## config.mk

```make
export PLATFORM = sky130hd
export DESIGN_NAME = circular_list_with_cursor_flat
export DESIGN_NICKNAME = d
export VERILOG_FILES = /design/src/sv/clr_pkg.sv /design/src/sv/clr_ifs.sv /design/src/sv/clr_ctrl.sv /design/src/sv/clr_dpath.sv /design/src/sv/circular_list_with_cursor.sv /design/src/flat_wrapper.sv
export SDC_FILE = /design/constraint.sdc
export NUM_CORES = 2
export LEC_CHECK = 0
export BUFFER_PORTS_ARGS = -buffer_cell sky130_fd_sc_hd__buf_2
export CAP_MARGIN = 25
export CORE_AREA = 5 5 545 547
export DETAILED_ROUTE_END_ITERATION = 12
export DIE_AREA = 0 0 550 552
export GPL_TIMING_DRIVEN = 0
export SYNTH_ARGS = -nofsm -noshare
export SYNTH_HDL_FRONTEND = slang
export SYNTH_SLANG_ARGS = --single-unit
```

## constraint.sdc

```tcl
create_clock -name clock -period 9.7 [get_ports clock]
set_input_delay 1.94 -clock clock [delete_from_list [all_inputs] [get_ports clock]]
set_output_delay 1.94 -clock clock [all_outputs]
set_load 0.01 [all_outputs]
```

## src/sv/clr_pkg.sv

```systemverilog
`timescale 1ns / 1ps

package clr_pkg;

   localparam int MODE_W   = 3;
   localparam int VALUE_W  = 32;
   localparam int COUNT_W  = 7;
   localparam int STATUS_W = 2;

   typedef enum logic [MODE_W-1:0] {
      MODE_INSERT   = 3'd0,
      MODE_REMOVE   = 3'd1,
      MODE_ROT_FWD  = 3'd2,
      MODE_ROT_BACK = 3'd3,
      MODE_CLEAR    = 3'd4
   } mode_type;

   typedef enum logic [STATUS_W-1:0] {
      ST_DONE  = 2'd0,
      ST_FULL  = 2'd1,
      ST_EMPTY = 2'd2
   } status_type;

   typedef enum logic [2:0] {
      S_IDLE,
      S_EXEC,
      S_LINK,
      S_FETCH,
      S_LOAD,
      S_RESULT
   } state_type;

   typedef enum logic [2:0] {
      EX_NONE,
      EX_INS_FIRST,
      EX_INSERT,
      EX_REM_LAST,
      EX_REMOVE,
      EX_ROT_FWD,
      EX_ROT_BACK,
      EX_CLEAR
   } exec_type;

   typedef struct packed {
      logic       take_req;
      exec_type   exec;
      logic       set_status;
      status_type status;
      logic       link;
      logic       load;
      logic       rsp_load;
   } cmd_type;

   typedef struct packed {
      mode_type mode;
      logic     held_zero;
      logic     held_one;
      logic     full;
   } sts_type;

endpackage

```

## src/sv/clr_ifs.sv

```systemverilog
`timescale 1ns / 1ps

interface clr_req_if;
   logic                       valid;
   logic                       ready;
   logic [clr_pkg::MODE_W-1:0]  mode;
   logic [clr_pkg::VALUE_W-1:0] value;

   modport source (output valid, output mode, output value, input ready);
   modport sink (input valid, input mode, input value, output ready);
endinterface

interface clr_rsp_if;
   logic                         valid;
   logic                         ready;
   logic [clr_pkg::VALUE_W-1:0]  current_value;
   logic [clr_pkg::COUNT_W-1:0]  entry_count;
   logic                         is_empty;
   logic [clr_pkg::STATUS_W-1:0] status;

   modport source (output valid, output current_value, output entry_count,
                   output is_empty, output status, input ready);
   modport sink (input valid, input current_value, input entry_count,
                 input is_empty, input status, output ready);
endinterface

```

## src/sv/clr_ctrl.sv

```systemverilog
`timescale 1ns / 1ps

module clr_ctrl (
   input  logic             clock,
   input  logic             reset,
   input  logic             req_valid,
   output logic             req_ready,
   output logic             rsp_valid,
   input  logic             rsp_ready,
   input  clr_pkg::sts_type sts,
   output clr_pkg::cmd_type cmd
);

   clr_pkg::state_type  state_ff, state_in;
   logic                rsp_valid_ff, rsp_valid_in;
   logic                rsp_free;

   // decision for the operation in flight
   clr_pkg::exec_type   exec_sel;
   clr_pkg::status_type status_sel;
   clr_pkg::state_type  exec_next;

   assign rsp_free  = !rsp_valid_ff || rsp_ready;
   assign req_ready = (state_ff == clr_pkg::S_IDLE);
   assign rsp_valid = rsp_valid_ff;

   always_comb begin
      exec_sel   = clr_pkg::EX_NONE;
      status_sel = clr_pkg::ST_DONE;
      exec_next  = clr_pkg::S_RESULT;
      case (sts.mode)
         clr_pkg::MODE_INSERT: begin
            if (sts.full) begin
               status_sel = clr_pkg::ST_FULL;
            end else if (sts.held_zero) begin
               exec_sel = clr_pkg::EX_INS_FIRST;
            end else begin
               exec_sel  = clr_pkg::EX_INSERT;
               exec_next = clr_pkg::S_LINK;
            end
         end
         clr_pkg::MODE_REMOVE: begin
            if (sts.held_zero) begin
               status_sel = clr_pkg::ST_EMPTY;
            end else if (sts.held_one) begin
               exec_sel = clr_pkg::EX_REM_LAST;
            end else begin
               exec_sel  = clr_pkg::EX_REMOVE;
               exec_next = clr_pkg::S_FETCH;
            end
         end
         clr_pkg::MODE_ROT_FWD, clr_pkg::MODE_ROT_BACK: begin
            if (sts.held_zero) begin
               status_sel = clr_pkg::ST_EMPTY;
            end else begin
               exec_sel  = (sts.mode == clr_pkg::MODE_ROT_FWD) ? clr_pkg::EX_ROT_FWD
                                                                : clr_pkg::EX_ROT_BACK;
               exec_next = clr_pkg::S_FETCH;
            end
         end
         clr_pkg::MODE_CLEAR: begin
            exec_sel = clr_pkg::EX_CLEAR;
         end
         default: begin
            exec_sel = clr_pkg::EX_NONE;
         end
      endcase
   end

   always_comb begin
      state_in = state_ff;
      case (state_ff)
         clr_pkg::S_IDLE: begin
            if (req_valid) state_in = clr_pkg::S_EXEC;
         end
         clr_pkg::S_EXEC:   state_in = exec_next;
         clr_pkg::S_LINK:   state_in = clr_pkg::S_RESULT;
         clr_pkg::S_FETCH:  state_in = clr_pkg::S_LOAD;
         clr_pkg::S_LOAD:   state_in = clr_pkg::S_RESULT;
         clr_pkg::S_RESULT: begin
            if (rsp_free) state_in = clr_pkg::S_IDLE;
         end
         default:           state_in = clr_pkg::S_IDLE;
      endcase
   end

   always_comb begin
      cmd = '0;
      case (state_ff)
         clr_pkg::S_IDLE: begin
            cmd.take_req = req_valid;
         end
         clr_pkg::S_EXEC: begin
            cmd.exec       = exec_sel;
            cmd.set_status = 1'b1;
            cmd.status     = status_sel;
         end
         clr_pkg::S_LINK: begin
            cmd.link = 1'b1;
         end
         clr_pkg::S_LOAD: begin
            cmd.load = 1'b1;
         end
         clr_pkg::S_RESULT: begin
            cmd.rsp_load = rsp_free;
         end
         default: begin
            cmd = '0;
         end
      endcase
   end

   assign rsp_valid_in = cmd.rsp_load ? 1'b1 : (rsp_ready ? 1'b0 : rsp_valid_ff);

   always_ff @(posedge clock) begin
      if (reset) begin
         state_ff     <= clr_pkg::S_IDLE;
         rsp_valid_ff <= 1'b0;
      end else begin
         state_ff     <= state_in;
         rsp_valid_ff <= rsp_valid_in;
      end
   end

endmodule

```

## src/sv/clr_dpath.sv

```systemverilog
`timescale 1ns / 1ps

module clr_dpath #(
   parameter int CAPACITY   = 64,
   parameter int VALUE_BITS = 32
) (
   input  logic                          clock,
   input  logic                          reset,
   input  clr_pkg::cmd_type              cmd,
   output clr_pkg::sts_type              sts,
   input  logic [clr_pkg::MODE_W-1:0]    req_mode,
   input  logic [clr_pkg::VALUE_W-1:0]   req_value,
   output logic [clr_pkg::VALUE_W-1:0]   rsp_current_value,
   output logic [clr_pkg::COUNT_W-1:0]   rsp_entry_count,
   output logic                          rsp_is_empty,
   output logic [clr_pkg::STATUS_W-1:0]  rsp_status
);

   localparam int SLOT_W = $clog2(CAPACITY);
   localparam int CNT_W  = $clog2(CAPACITY + 1);
   localparam int OUT_W  = clr_pkg::VALUE_W;
   localparam int OCNT_W = clr_pkg::COUNT_W;

   // slot stores and the stack of freed slots
   logic [VALUE_BITS-1:0] value_mem [CAPACITY];
   logic [SLOT_W-1:0]     next_mem  [CAPACITY];
   logic [SLOT_W-1:0]     prev_mem  [CAPACITY];
   logic [SLOT_W-1:0]     free_mem  [CAPACITY];

   logic [VALUE_BITS-1:0] value_rd_ff;
   logic [SLOT_W-1:0]     next_rd_ff, prev_rd_ff, free_rd_ff;

   logic [clr_pkg::MODE_W-1:0] mode_ff;
   logic [VALUE_BITS-1:0]      value_ff;
   clr_pkg::status_type        status_ff;

   logic [CNT_W-1:0]  held_ff, held_in;
   logic [CNT_W-1:0]  fresh_ff, fresh_in;
   logic [CNT_W-1:0]  depth_ff, depth_in;
   logic [SLOT_W-1:0] cursor_ff, cursor_in;

   logic [VALUE_BITS-1:0] cur_value_ff, cur_value_in;
   logic [SLOT_W-1:0]     cur_next_ff, cur_next_in;
   logic [SLOT_W-1:0]     cur_prev_ff, cur_prev_in;

   logic [OUT_W-1:0]  rsp_value_ff;
   logic [OCNT_W-1:0] rsp_count_ff;
   logic              rsp_empty_ff;
   logic [clr_pkg::STATUS_W-1:0] rsp_status_ff;

   logic [SLOT_W-1:0] new_slot, top_addr;

   logic                  value_we;
   logic [SLOT_W-1:0]     value_wa;
   logic [VALUE_BITS-1:0] value_wd;
   logic                  next_we, prev_we, free_we;
   logic [SLOT_W-1:0]     next_wa, next_wd, prev_wa, prev_wd, free_wa, free_wd;

   // fresh slots are those never handed out since the last clear
   assign top_addr = SLOT_W'(depth_ff - CNT_W'(1));
   assign new_slot = (depth_ff != '0) ? free_rd_ff : fresh_ff[SLOT_W-1:0];

   assign sts.mode      = clr_pkg::mode_type'(mode_ff);
   assign sts.held_zero = (held_ff == '0);
   assign sts.held_one  = (held_ff == CNT_W'(1));
   assign sts.full      = (held_ff == CNT_W'(CAPACITY));

   always_comb begin
      value_we = 1'b0;
      value_wa = new_slot;
      value_wd = value_ff;
      next_we  = 1'b0;
      next_wa  = '0;
      next_wd  = '0;
      prev_we  = 1'b0;
      prev_wa  = '0;
      prev_wd  = '0;
      free_we  = 1'b0;
      free_wa  = depth_ff[SLOT_W-1:0];
      free_wd  = cursor_ff;
      case (cmd.exec)
         clr_pkg::EX_INS_FIRST: begin
            value_we = 1'b1;
            next_we  = 1'b1;
            next_wa  = new_slot;
            next_wd  = new_slot;
            prev_we  = 1'b1;
            prev_wa  = new_slot;
            prev_wd  = new_slot;
         end
         clr_pkg::EX_INSERT: begin
            value_we = 1'b1;
            next_we  = 1'b1;
            next_wa  = new_slot;
            next_wd  = cursor_ff;
            prev_we  = 1'b1;
            prev_wa  = new_slot;
            prev_wd  = cur_prev_ff;
         end
         clr_pkg::EX_REMOVE: begin
            next_we = 1'b1;
            next_wa = cur_prev_ff;
            next_wd = cur_next_ff;
            prev_we = 1'b1;
            prev_wa = cur_next_ff;
            prev_wd = cur_prev_ff;
            free_we = 1'b1;
         end
         clr_pkg::EX_REM_LAST: begin
            free_we = 1'b1;
         end
         default: begin
            value_we = 1'b0;
         end
      endcase
      // splice the new entry between its neighbors
      if (cmd.link) begin
         next_we = 1'b1;
         next_wa = cur_prev_ff;
         next_wd = cursor_ff;
         prev_we = 1'b1;
         prev_wa = cur_next_ff;
         prev_wd = cursor_ff;
      end
   end

   always_comb begin
      held_in      = held_ff;
      fresh_in     = fresh_ff;
      depth_in     = depth_ff;
      cursor_in    = cursor_ff;
      cur_value_in = cur_value_ff;
      cur_next_in  = cur_next_ff;
      cur_prev_in  = cur_prev_ff;
      case (cmd.exec)
         clr_pkg::EX_INS_FIRST, clr_pkg::EX_INSERT: begin
            held_in = held_ff + CNT_W'(1);
            if (depth_ff != '0) begin
               depth_in = depth_ff - CNT_W'(1);
            end else begin
               fresh_in = fresh_ff + CNT_W'(1);
            end
            cursor_in    = new_slot;
            cur_value_in = value_ff;
            if (cmd.exec == clr_pkg::EX_INS_FIRST) begin
               cur_next_in = new_slot;
               cur_prev_in = new_slot;
            end else begin
               cur_next_in = cursor_ff;
            end
         end
         clr_pkg::EX_REMOVE: begin
            held_in   = held_ff - CNT_W'(1);
            depth_in  = depth_ff + CNT_W'(1);
            cursor_in = cur_next_ff;
         end
         clr_pkg::EX_REM_LAST: begin
            held_in   = held_ff - CNT_W'(1);
            depth_in  = depth_ff + CNT_W'(1);
            cursor_in = '0;
         end
         clr_pkg::EX_ROT_FWD: begin
            cursor_in = cur_next_ff;
         end
         clr_pkg::EX_ROT_BACK: begin
            cursor_in = cur_prev_ff;
         end
         clr_pkg::EX_CLEAR: begin
            held_in   = '0;
            fresh_in  = '0;
            depth_in  = '0;
            cursor_in = '0;
         end
         default: begin
            held_in = held_ff;
         end
      endcase
      // refresh the cursor cache from the stores
      if (cmd.load) begin
         cur_value_in = value_rd_ff;
         cur_next_in  = next_rd_ff;
         cur_prev_in  = prev_rd_ff;
      end
   end

   always_ff @(posedge clock) begin
      if (value_we) value_mem[value_wa] <= value_wd;
      if (next_we)  next_mem[next_wa]   <= next_wd;
      if (prev_we)  prev_mem[prev_wa]   <= prev_wd;
      if (free_we)  free_mem[free_wa]   <= free_wd;
      value_rd_ff <= value_mem[cursor_ff];
      next_rd_ff  <= next_mem[cursor_ff];
      prev_rd_ff  <= prev_mem[cursor_ff];
      free_rd_ff  <= free_mem[top_addr];
   end

   always_ff @(posedge clock) begin
      if (reset) begin
         held_ff   <= '0;
         fresh_ff  <= '0;
         depth_ff  <= '0;
         cursor_ff <= '0;
      end else begin
         held_ff   <= held_in;
         fresh_ff  <= fresh_in;
         depth_ff  <= depth_in;
         cursor_ff <= cursor_in;
      end
   end

   always_ff @(posedge clock) begin
      cur_value_ff <= cur_value_in;
      cur_next_ff  <= cur_next_in;
      cur_prev_ff  <= cur_prev_in;
      if (cmd.take_req) begin
         mode_ff  <= req_mode;
         value_ff <= VALUE_BITS'(req_value);
      end
      if (cmd.set_status) begin
         status_ff <= cmd.status;
      end
      if (cmd.rsp_load) begin
         rsp_value_ff  <= (held_ff != '0) ? OUT_W'(cur_value_ff) : '0;
         rsp_count_ff  <= OCNT_W'(held_ff);
         rsp_empty_ff  <= (held_ff == '0);
         rsp_status_ff <= status_ff;
      end
   end

   assign rsp_current_value = rsp_value_ff;
   assign rsp_entry_count   = rsp_count_ff;
   assign rsp_is_empty      = rsp_empty_ff;
   assign rsp_status        = rsp_status_ff;

endmodule

```

## src/sv/circular_list_with_cursor.sv

```systemverilog
// Sequence: each word passes S_EXEC, then S_RESULT. Insert into an empty list,
//   remove of the last entry, clear and refused words go from S_EXEC to S_RESULT;
//   insert into a non-empty list adds S_LINK (second link write), and remove and
//   rotate add S_FETCH and S_LOAD for the registered read of the link and value
//   stores at the new cursor. One word at a time; results wait in an output register.
// Reset: synchronous; list empty, cursor at slot zero, stores keep their contents.
`timescale 1ns / 1ps

module circular_list_with_cursor #(
   parameter int CAPACITY   = 64,
   parameter int VALUE_BITS = 32
) (
   input  logic      clock,
   input  logic      reset,
   clr_req_if.sink   req_ch,
   clr_rsp_if.source rsp_ch
);

   clr_pkg::cmd_type cmd;
   clr_pkg::sts_type sts;

   clr_ctrl u_ctrl (
      .clock     (clock),
      .reset     (reset),
      .req_valid (req_ch.valid),
      .req_ready (req_ch.ready),
      .rsp_valid (rsp_ch.valid),
      .rsp_ready (rsp_ch.ready),
      .sts       (sts),
      .cmd       (cmd)
   );

   clr_dpath #(
      .CAPACITY   (CAPACITY),
      .VALUE_BITS (VALUE_BITS)
   ) u_dpath (
      .clock             (clock),
      .reset             (reset),
      .cmd               (cmd),
      .sts               (sts),
      .req_mode          (req_ch.mode),
      .req_value         (req_ch.value),
      .rsp_current_value (rsp_ch.current_value),
      .rsp_entry_count   (rsp_ch.entry_count),
      .rsp_is_empty      (rsp_ch.is_empty),
      .rsp_status        (rsp_ch.status)
   );

   a_one_word: assert property (@(posedge clock) disable iff (reset)
      (req_ch.valid && req_ch.ready) |=> !req_ch.ready)
      else $error("word accepted while another is in flight");

   a_ins_room: assert property (@(posedge clock) disable iff (reset)
      (cmd.exec == clr_pkg::EX_INSERT || cmd.exec == clr_pkg::EX_INS_FIRST)
      |-> !sts.full)
      else $error("insert issued on a full list");

   a_need_entry: assert property (@(posedge clock) disable iff (reset)
      (cmd.exec == clr_pkg::EX_REMOVE || cmd.exec == clr_pkg::EX_REM_LAST ||
       cmd.exec == clr_pkg::EX_ROT_FWD || cmd.exec == clr_pkg::EX_ROT_BACK)
      |-> !sts.held_zero)
      else $error("remove or rotate issued on an empty list");

   a_rsp_shown: assert property (@(posedge clock) disable iff (reset)
      cmd.rsp_load |=> rsp_ch.valid)
      else $error("loaded result not presented");

endmodule

```

## src/flat_wrapper.sv

```systemverilog
// flat-port wrapper written by rule: the top's interface ports become plain ports
module circular_list_with_cursor_flat 
#(
   parameter int CAPACITY   = 64,
   parameter int VALUE_BITS = 32
)
  (clock, reset, req_ch_valid, req_ch_mode, req_ch_value, req_ch_ready, rsp_ch_valid, rsp_ch_current_value, rsp_ch_entry_count, rsp_ch_is_empty, rsp_ch_status, rsp_ch_ready);
  clr_req_if req_ch_i ();
  clr_rsp_if rsp_ch_i ();
  input  logic clock;
  input  logic reset;
  input wire logic [$bits(req_ch_i.valid)-1:0] req_ch_valid;
  input wire logic [$bits(req_ch_i.mode)-1:0] req_ch_mode;
  input wire logic [$bits(req_ch_i.value)-1:0] req_ch_value;
  output wire logic [$bits(req_ch_i.ready)-1:0] req_ch_ready;
  output wire logic [$bits(rsp_ch_i.valid)-1:0] rsp_ch_valid;
  output wire logic [$bits(rsp_ch_i.current_value)-1:0] rsp_ch_current_value;
  output wire logic [$bits(rsp_ch_i.entry_count)-1:0] rsp_ch_entry_count;
  output wire logic [$bits(rsp_ch_i.is_empty)-1:0] rsp_ch_is_empty;
  output wire logic [$bits(rsp_ch_i.status)-1:0] rsp_ch_status;
  input wire logic [$bits(rsp_ch_i.ready)-1:0] rsp_ch_ready;
  assign req_ch_i.valid = req_ch_valid;
  assign req_ch_i.mode = req_ch_mode;
  assign req_ch_i.value = req_ch_value;
  assign req_ch_ready = req_ch_i.ready;
  assign rsp_ch_valid = rsp_ch_i.valid;
  assign rsp_ch_current_value = rsp_ch_i.current_value;
  assign rsp_ch_entry_count = rsp_ch_i.entry_count;
  assign rsp_ch_is_empty = rsp_ch_i.is_empty;
  assign rsp_ch_status = rsp_ch_i.status;
  assign rsp_ch_i.ready = rsp_ch_ready;
  circular_list_with_cursor #(.CAPACITY(CAPACITY), .VALUE_BITS(VALUE_BITS)) u_core (.clock(clock), .reset(reset), .req_ch(req_ch_i), .rsp_ch(rsp_ch_i));
endmodule
```

Word-level counts from Yosys, hierarchy flattened
Memories as Yosys holds them, arrays and structs flattened. A register that Yosys moved wholly into a read port is not among the register bits.
Index checks and enable logic that the tools add are counted.

storage, ports and cells
  flip-flop bits (word level) = 154
  bits in writable memories = 3,200
  bits of input ports = 39
  output and inout port bits = 44
  memories = 4

operators by class
  add/sub/neg operators = 5
  eq/ne operators = 22
  mux-type cells = 59
  reductions and logical operators = 26

memories
  memory                    words  bits a word  rd ports  clocked after Yosys merged registers in  wr ports  RTL line         text
  u_core.u_dpath.value_mem  64     32           1         1                                        1         clr_dpath.sv:25  logic [VALUE_BITS-1:0] value_mem [CAPACITY];
  u_core.u_dpath.free_mem   64     6            1         1                                        1         clr_dpath.sv:28  logic [SLOT_W-1:0] free_mem [CAPACITY];
  u_core.u_dpath.next_mem   64     6            1         1                                        1         clr_dpath.sv:26  logic [SLOT_W-1:0] next_mem [CAPACITY];
  u_core.u_dpath.prev_mem   64     6            1         1                                        1         clr_dpath.sv:27  logic [SLOT_W-1:0] prev_mem [CAPACITY];

operators by type and width
  kind                   number
  $mux W6                12
  $mux W32               2
  $pmux W7 S3            2
  $pmux W6 S2            3
  $mux W3                10
  $pmux W6 S4            1
  $add A7 B1 Y7 const B  3
  $eq A3 B3 Y1 const B   7
  $eq A3 B2 Y1 const B   6
  $pmux W6 S3            1
  $mux W1                17
  $pmux W3 S5            1
  $mux W7                2
  $pmux W7 S2            1
  $reduce_bool A7 Y1     2
  $reduce_or A2 Y1       7
  $sub A7 B1 Y7 const B  2
  $pmux W3 S4            1
  $eq A3 B1 Y1 const B   3
  $pmux W3 S3            1
  $mux W2                4
  $reduce_and A2 Y1      4
  $reduce_bool A2 Y1     4
  $eq A7 B1 Y1 const B   1
  11 further kinds       15

Logic depth before layout (Yosys ltp)
  word-level depth = 11
  depth in mapped cells = 14

Modules after synthesis
From an unflattened synthesis, not the netlist that was laid out.

unflattened totals
  cell total of the unflattened synthesis = 5,820
  area, all modules = 130,960.6 um^2

modules (own cells, without submodules)
  module     instances  cells an instance  area each (um^2)  sequential area each (um^2)
  clr_dpath  1          5,765              130,577.7         101,307.2
  clr_ctrl   1          55                 382.9             80.1

Worst setup path before layout
OpenSTA, ideal clock, no wires.

  kind = register -> register
  start point = register u_core.u_dpath.held_ff[1]
  end point = memory u_core.u_dpath.prev_mem[0][5] (netlist name), data pin
  library setup time = 0.702 ns
  arrival = 4.398 ns
  data required time = 8.998 ns
  setup slack = 4.601 ns
  stages on the path, launching flop included = 8
  clock period less this slack = 5.099 ns
  cells stage by stage = dfxtp_1 -> inv_1 -> ha_1 -> nor2b_1 -> a21boi_1 -> o21a_1 -> or4_4 -> o21ai_0

on the way
  cells in the longest elaborated chain, start to end = 9
  elaborated cells on any way between the ends = 16

RTL lines
  item                                              RTL line                          text
  start: declaration                                clr_dpath.sv:37                   logic [CNT_W-1:0] held_ff, held_in;
  start signal: assignment                          clr_dpath.sv:204                  held_ff <= held_in;
  $eq A7 B1 Y1 or $logic_not A7 Y1 (tied branches)  clr_dpath.sv:65, clr_dpath.sv:64
  $mux W3 or $mux W2 (tied branches)                clr_ctrl.sv:45, clr_ctrl.sv:35
  $mux W3 or $mux W2 (tied branches)                clr_ctrl.sv:43, clr_ctrl.sv:33
  $pmux W3 S4 (*)                                   clr_ctrl.sv:31                    case (sts.mode)
  $mux W6 (*)                                       clr_ctrl.sv:89                    case (state_ff)
  $eq A3 B2 Y1 or $eq A3 B3 Y1 (tied branches)      clr_dpath.sv:81                   case (cmd.exec)
  $reduce_or A2 Y1 (no source line)                 --
  $pmux W6 S2 (*)                                   clr_dpath.sv:81
  $mux W6 (*)                                       clr_dpath.sv:117                  if (cmd.link) begin
  net u_core.u_dpath.prev_wd[5]                     clr_dpath.sv:57                   logic [SLOT_W-1:0] next_wa, next_wd, prev_wa, prev_wd, free_wa, free_wd;
  end: declaration                                  clr_dpath.sv:27

Mark *: on every way through the listed nets, which the timed path passes. The rest lies on a longest branch.

Worst setup path in the final report
  start point = register u_core.u_dpath.depth_ff[0]
  end point = memory u_core.u_dpath.value_mem[4][21] (enable)

on the way
  cells in the longest elaborated chain, start to end = 2

RTL lines
  item                      RTL line          text
  start: declaration        clr_dpath.sv:39   logic [CNT_W-1:0] depth_ff, depth_in;
  start signal: assignment  clr_dpath.sv:206  depth_ff <= depth_in;
  $reduce_bool A7 Y1        clr_dpath.sv:61   assign new_slot = (depth_ff != '0) ? free_rd_ff : fresh_ff[SLOT_W-1:0];
  $mux W6                   clr_dpath.sv:61
  end: declaration          clr_dpath.sv:25

No other way between the ends.

==> impl_metrics.ini <==
[power]
pwr-share-seq = 0.478
power.density_nw_per_um2 = 228
ir_drop_mv = 0.156
swShare = 0.251
comb_power_share = 0.143
p_sw_uw = 8750
power_frac_clock = 0.379
leakage_uw = 0.0464
internal-power_uw = 26100

[logic_synthesis]
synth_flop_cell = edfxtp_1
ys_top_cells_by_area = edfxtp_1 (76%), mux4_2 (18%), dfxtp_1 (1.2%), nor2_1 (0.85%), clkbuf_1 (0.54%)
synth_commonest_cells = edfxtp_1 (3323), mux4_2 (1033), nor2_1 (296)
syn_inst = 5607
synth_top_area_cell = edfxtp_1
synth_nets = 5653
synth_top_area_share = 0.764
synth_edf_count = 3323
yosysWarnings = 0
synth_area_per_cell_um2 = 23.3
synth-seq-cells = 3403
synth_async_sr_flop_share = 0
synth_area_um2 = 131000
yosysSeqAreaShare = 0.777
ys_types = 73
yosysMostFrequentCell = edfxtp_1

[routing]
viasPerCell = 6.10
dr.first_iter.drc_count = 8540
wl_met2_um = 170000
postRouteAntennaNets = 0
vias = 64000
routed.top_layer = met4
wl_per_cell_um = 34.6
drt-pass1-iter-count = 8
wl_met3_um = 36000
wirelength_um = 363000
wl_met1_um = 144000
drc_errors = 0

[grt]
grt_antenna_before_repair = 25
grt_usage = 0.237
grt_pass1_wl_um = 504000
grt_pass1_vias = 63700
grt_max_degree = 53
overflow = 0

[final_layout]
multi_input_area_um2 = 28400
fillers = 22200
area_delta_synth_final_pct = 17.1
nets = 6345
layout-drive-gt1-share = 0.317
stdcell_area_um2 = 153000
seq_area_um2 = 101000
final_core_util = 0.524

[setup_path]
crit_end = u_core.u_dpath.value_mem[4][21]
reg2regPathDepth = 11
critPathRequiredTime_ps = 10300
start_kind = flip-flop
crit_chain = clkbuf_1, buf_1, buf_1, inv_1, ha_1, or4b_4, buf_6, mux2i_1, nand3_1, nor2_4, buf_12
slowest_stage = nor2_4
worstPathMaxFanout = 17
cpMostUsedCell = buf_1
startpoint = u_core.u_dpath.depth_ff[0]
rrSetupSlack_ps = 3180
cpPeakStageDelay_ps = 1060
path_class = reg -> reg
path_buf_inv = 6
path_delay_family = simple AND/OR/NAND/NOR gates
critPathArrivalTime_ps = 7120
end_kind = flip-flop
path_depth = 11
reg2reg_to = u_core.u_dpath.value_mem[4][21]
r2r_start = u_core.u_dpath.depth_ff[0]

[run]
cap_viol_max_count = 0

[sta]
hold_violations = 0
fmax_mhz = 153
worst_slew_pin_slew_ps = 1130
finalCritPeriodShare = 0.672
period_needed_ps = 6520
hold_slack_ps = 434
rsz0062_at_grt = no
final_max_slew_viol_count = 0
finalClockSkew_ps = 86.3
tns_ps = 0
setup_slack_ps = 3180
max_slew_margin = 0.245
setup_viol = 0

[placement]
dp_slack_ps = 3260
place_area_um2 = 141000
place_congestion = 0.871
portBuffers = 81
dpl.hpwl_um = 250000

[clocking]
clockBufferDepth = 4
path_clk_slew_ps = 60
cts_resized = 0
cts_hold_buf = 0
post_cts.repair.setup_buffers = 0
clock_latency_ps = 940
htree_levels = 5
cts_sinks = 3403
cts_buffers = 345
cts_root_buffer = clkbuf_16
cts_tree = built

[floorplan]
dieArea_um2 = 304000
die_h_um = 552
core_area_um2 = 292000
start_util = 0.447
ioPinCount = 83
die_w_um = 550
rows = 199

[status]
status = completed

[worst_hold_path]
hp-class = reg -> reg
## cell families after synthesis
logic type	share of synthesized area
adders and majority gates	0.000671
and+or+nand+nor	0.0218
xor gates and xnor gates	0.000805
buffers and inverters	0.00989
AOI/OAI and AO/OA	0.00785
DFF	0.777
muxes	0.182
## state kept, by name (all words and copies together), names as in the netlist, 3 cells and up
signal,cells
u_core.u_dpath.free_rd_ff,6
u_core.u_dpath.depth_ff,7
u_core.u_dpath.mode_ff,3
u_core.u_dpath.prev_mem,384
u_core.u_dpath.next_rd_ff,6
u_core.u_dpath.cur_prev_ff,6
u_core.u_dpath.rsp_entry_count,7
u_core.u_ctrl.state_ff,3
u_core.u_dpath.fresh_ff,6
u_core.u_dpath.value_ff,32
u_core.u_dpath.free_mem,384
u_core.u_dpath.held_ff,7
u_core.u_dpath.cur_next_ff,6
u_core.u_dpath.prev_rd_ff,6
u_core.u_dpath.next_mem,384
u_core.u_dpath.cur_value_ff,32
u_core.u_dpath.cursor_ff,6
u_core.u_dpath.value_rd_ff,32
u_core.u_dpath.rsp_current_value,32
u_core.u_dpath.value_mem,2048
## placed cells by master (no fill, tap or decap), types with 7 or more instances in the layout
master | netlist | final
buf_12 | 0 | 86
o21ai_0 | 35 | 34
nor3_1 | 26 | 26
buf_2 | 27 | 126
edfxtp_1 | 3323 | 3323
bufinv_16 | 0 | 30
buf_1 | 79 | 61
xnor2_1 | 8 | 8
clkbuf_1 | 187 | 251
ha_1 | 7 | 7
nand3_1 | 14 | 13
a221o_2 | 0 | 10
buf_16 | 0 | 73
clkbuf_2 | 0 | 19
clkbuf_16 | 0 | 355
buf_8 | 0 | 99
a21oi_1 | 42 | 42
nor2_4 | 0 | 64
nand2b_1 | 13 | 13
clkinv_1 | 0 | 56
clkinv_2 | 0 | 52
a31oi_1 | 7 | 7
buf_6 | 8 | 10
clkinvlp_4 | 0 | 10
mux2_2 | 19 | 19
mux4_2 | 1033 | 1033
and2_1 | 37 | 36
diode_2 | 0 | 7
dfxtp_1 | 80 | 74
inv_1 | 14 | 14
nor2_2 | 16 | 16
clkinv_8 | 0 | 9
mux2i_1 | 20 | 20
nor2_1 | 296 | 232
nand2_1 | 174 | 173
## how the worst min path moves through the flow
stage                                startpoint                            to  depth (start not counted)
floorplan           u_core.u_dpath.status_ff[0]  u_core.u_dpath.rsp_status[0]                          0
global placement    u_core.u_dpath.status_ff[1]  u_core.u_dpath.rsp_status[1]                          0
detailed placement  u_core.u_dpath.status_ff[0]  u_core.u_dpath.rsp_status[0]                          0
CTS                 u_core.u_dpath.status_ff[1]  u_core.u_dpath.rsp_status[1]                          0
global route        u_core.u_dpath.status_ff[0]  u_core.u_dpath.rsp_status[0]                          0
finish              u_core.u_dpath.status_ff[1]  u_core.u_dpath.rsp_status[1]                          0
## through the flow
step	cells	power, uW
floorplan	5607	19500
global placement	9607	21500
detailed placement	9848	21900
CTS	10500	35000
global route	10500	35900
finish	10500	34900
## layer usage
layer  track usage  vias to the layer above
met1         0.339                    34800
li1              -                    25300
met2         0.367                     3379
met5             0                        -
met4        0.0730                        0
met3        0.0552                      571
## power groups by stage
| stage | clock network (uW) | logic (uW) | registers, uW |
|---|---|---|---|
| 4_1_cts | 13400 | 4950 | 16700 |
| 2_1_floorplan | 0 | 2520 | 17000 |
| 6_report | 13200 | 5000 | 16700 |
| 3_3_place_gp | 0 | 4250 | 17200 |
| 5_1_grt | 14000 | 5190 | 16700 |
| 3_5_place_dp | 0 | 4940 | 17000 |
## final cells by class
cell class                 count  area share
clock inverter               179      0.0123
clock buffer                 444      0.0607
timing repair buffer         345      0.0371
buffer                       303     0.00840
multi-input combinational   1887       0.186
sequential                  3403       0.663
tap                         3919      0.0321
antenna                        7    0.000115
inverter                      14    0.000344
(Power assumes the default switching activity.)
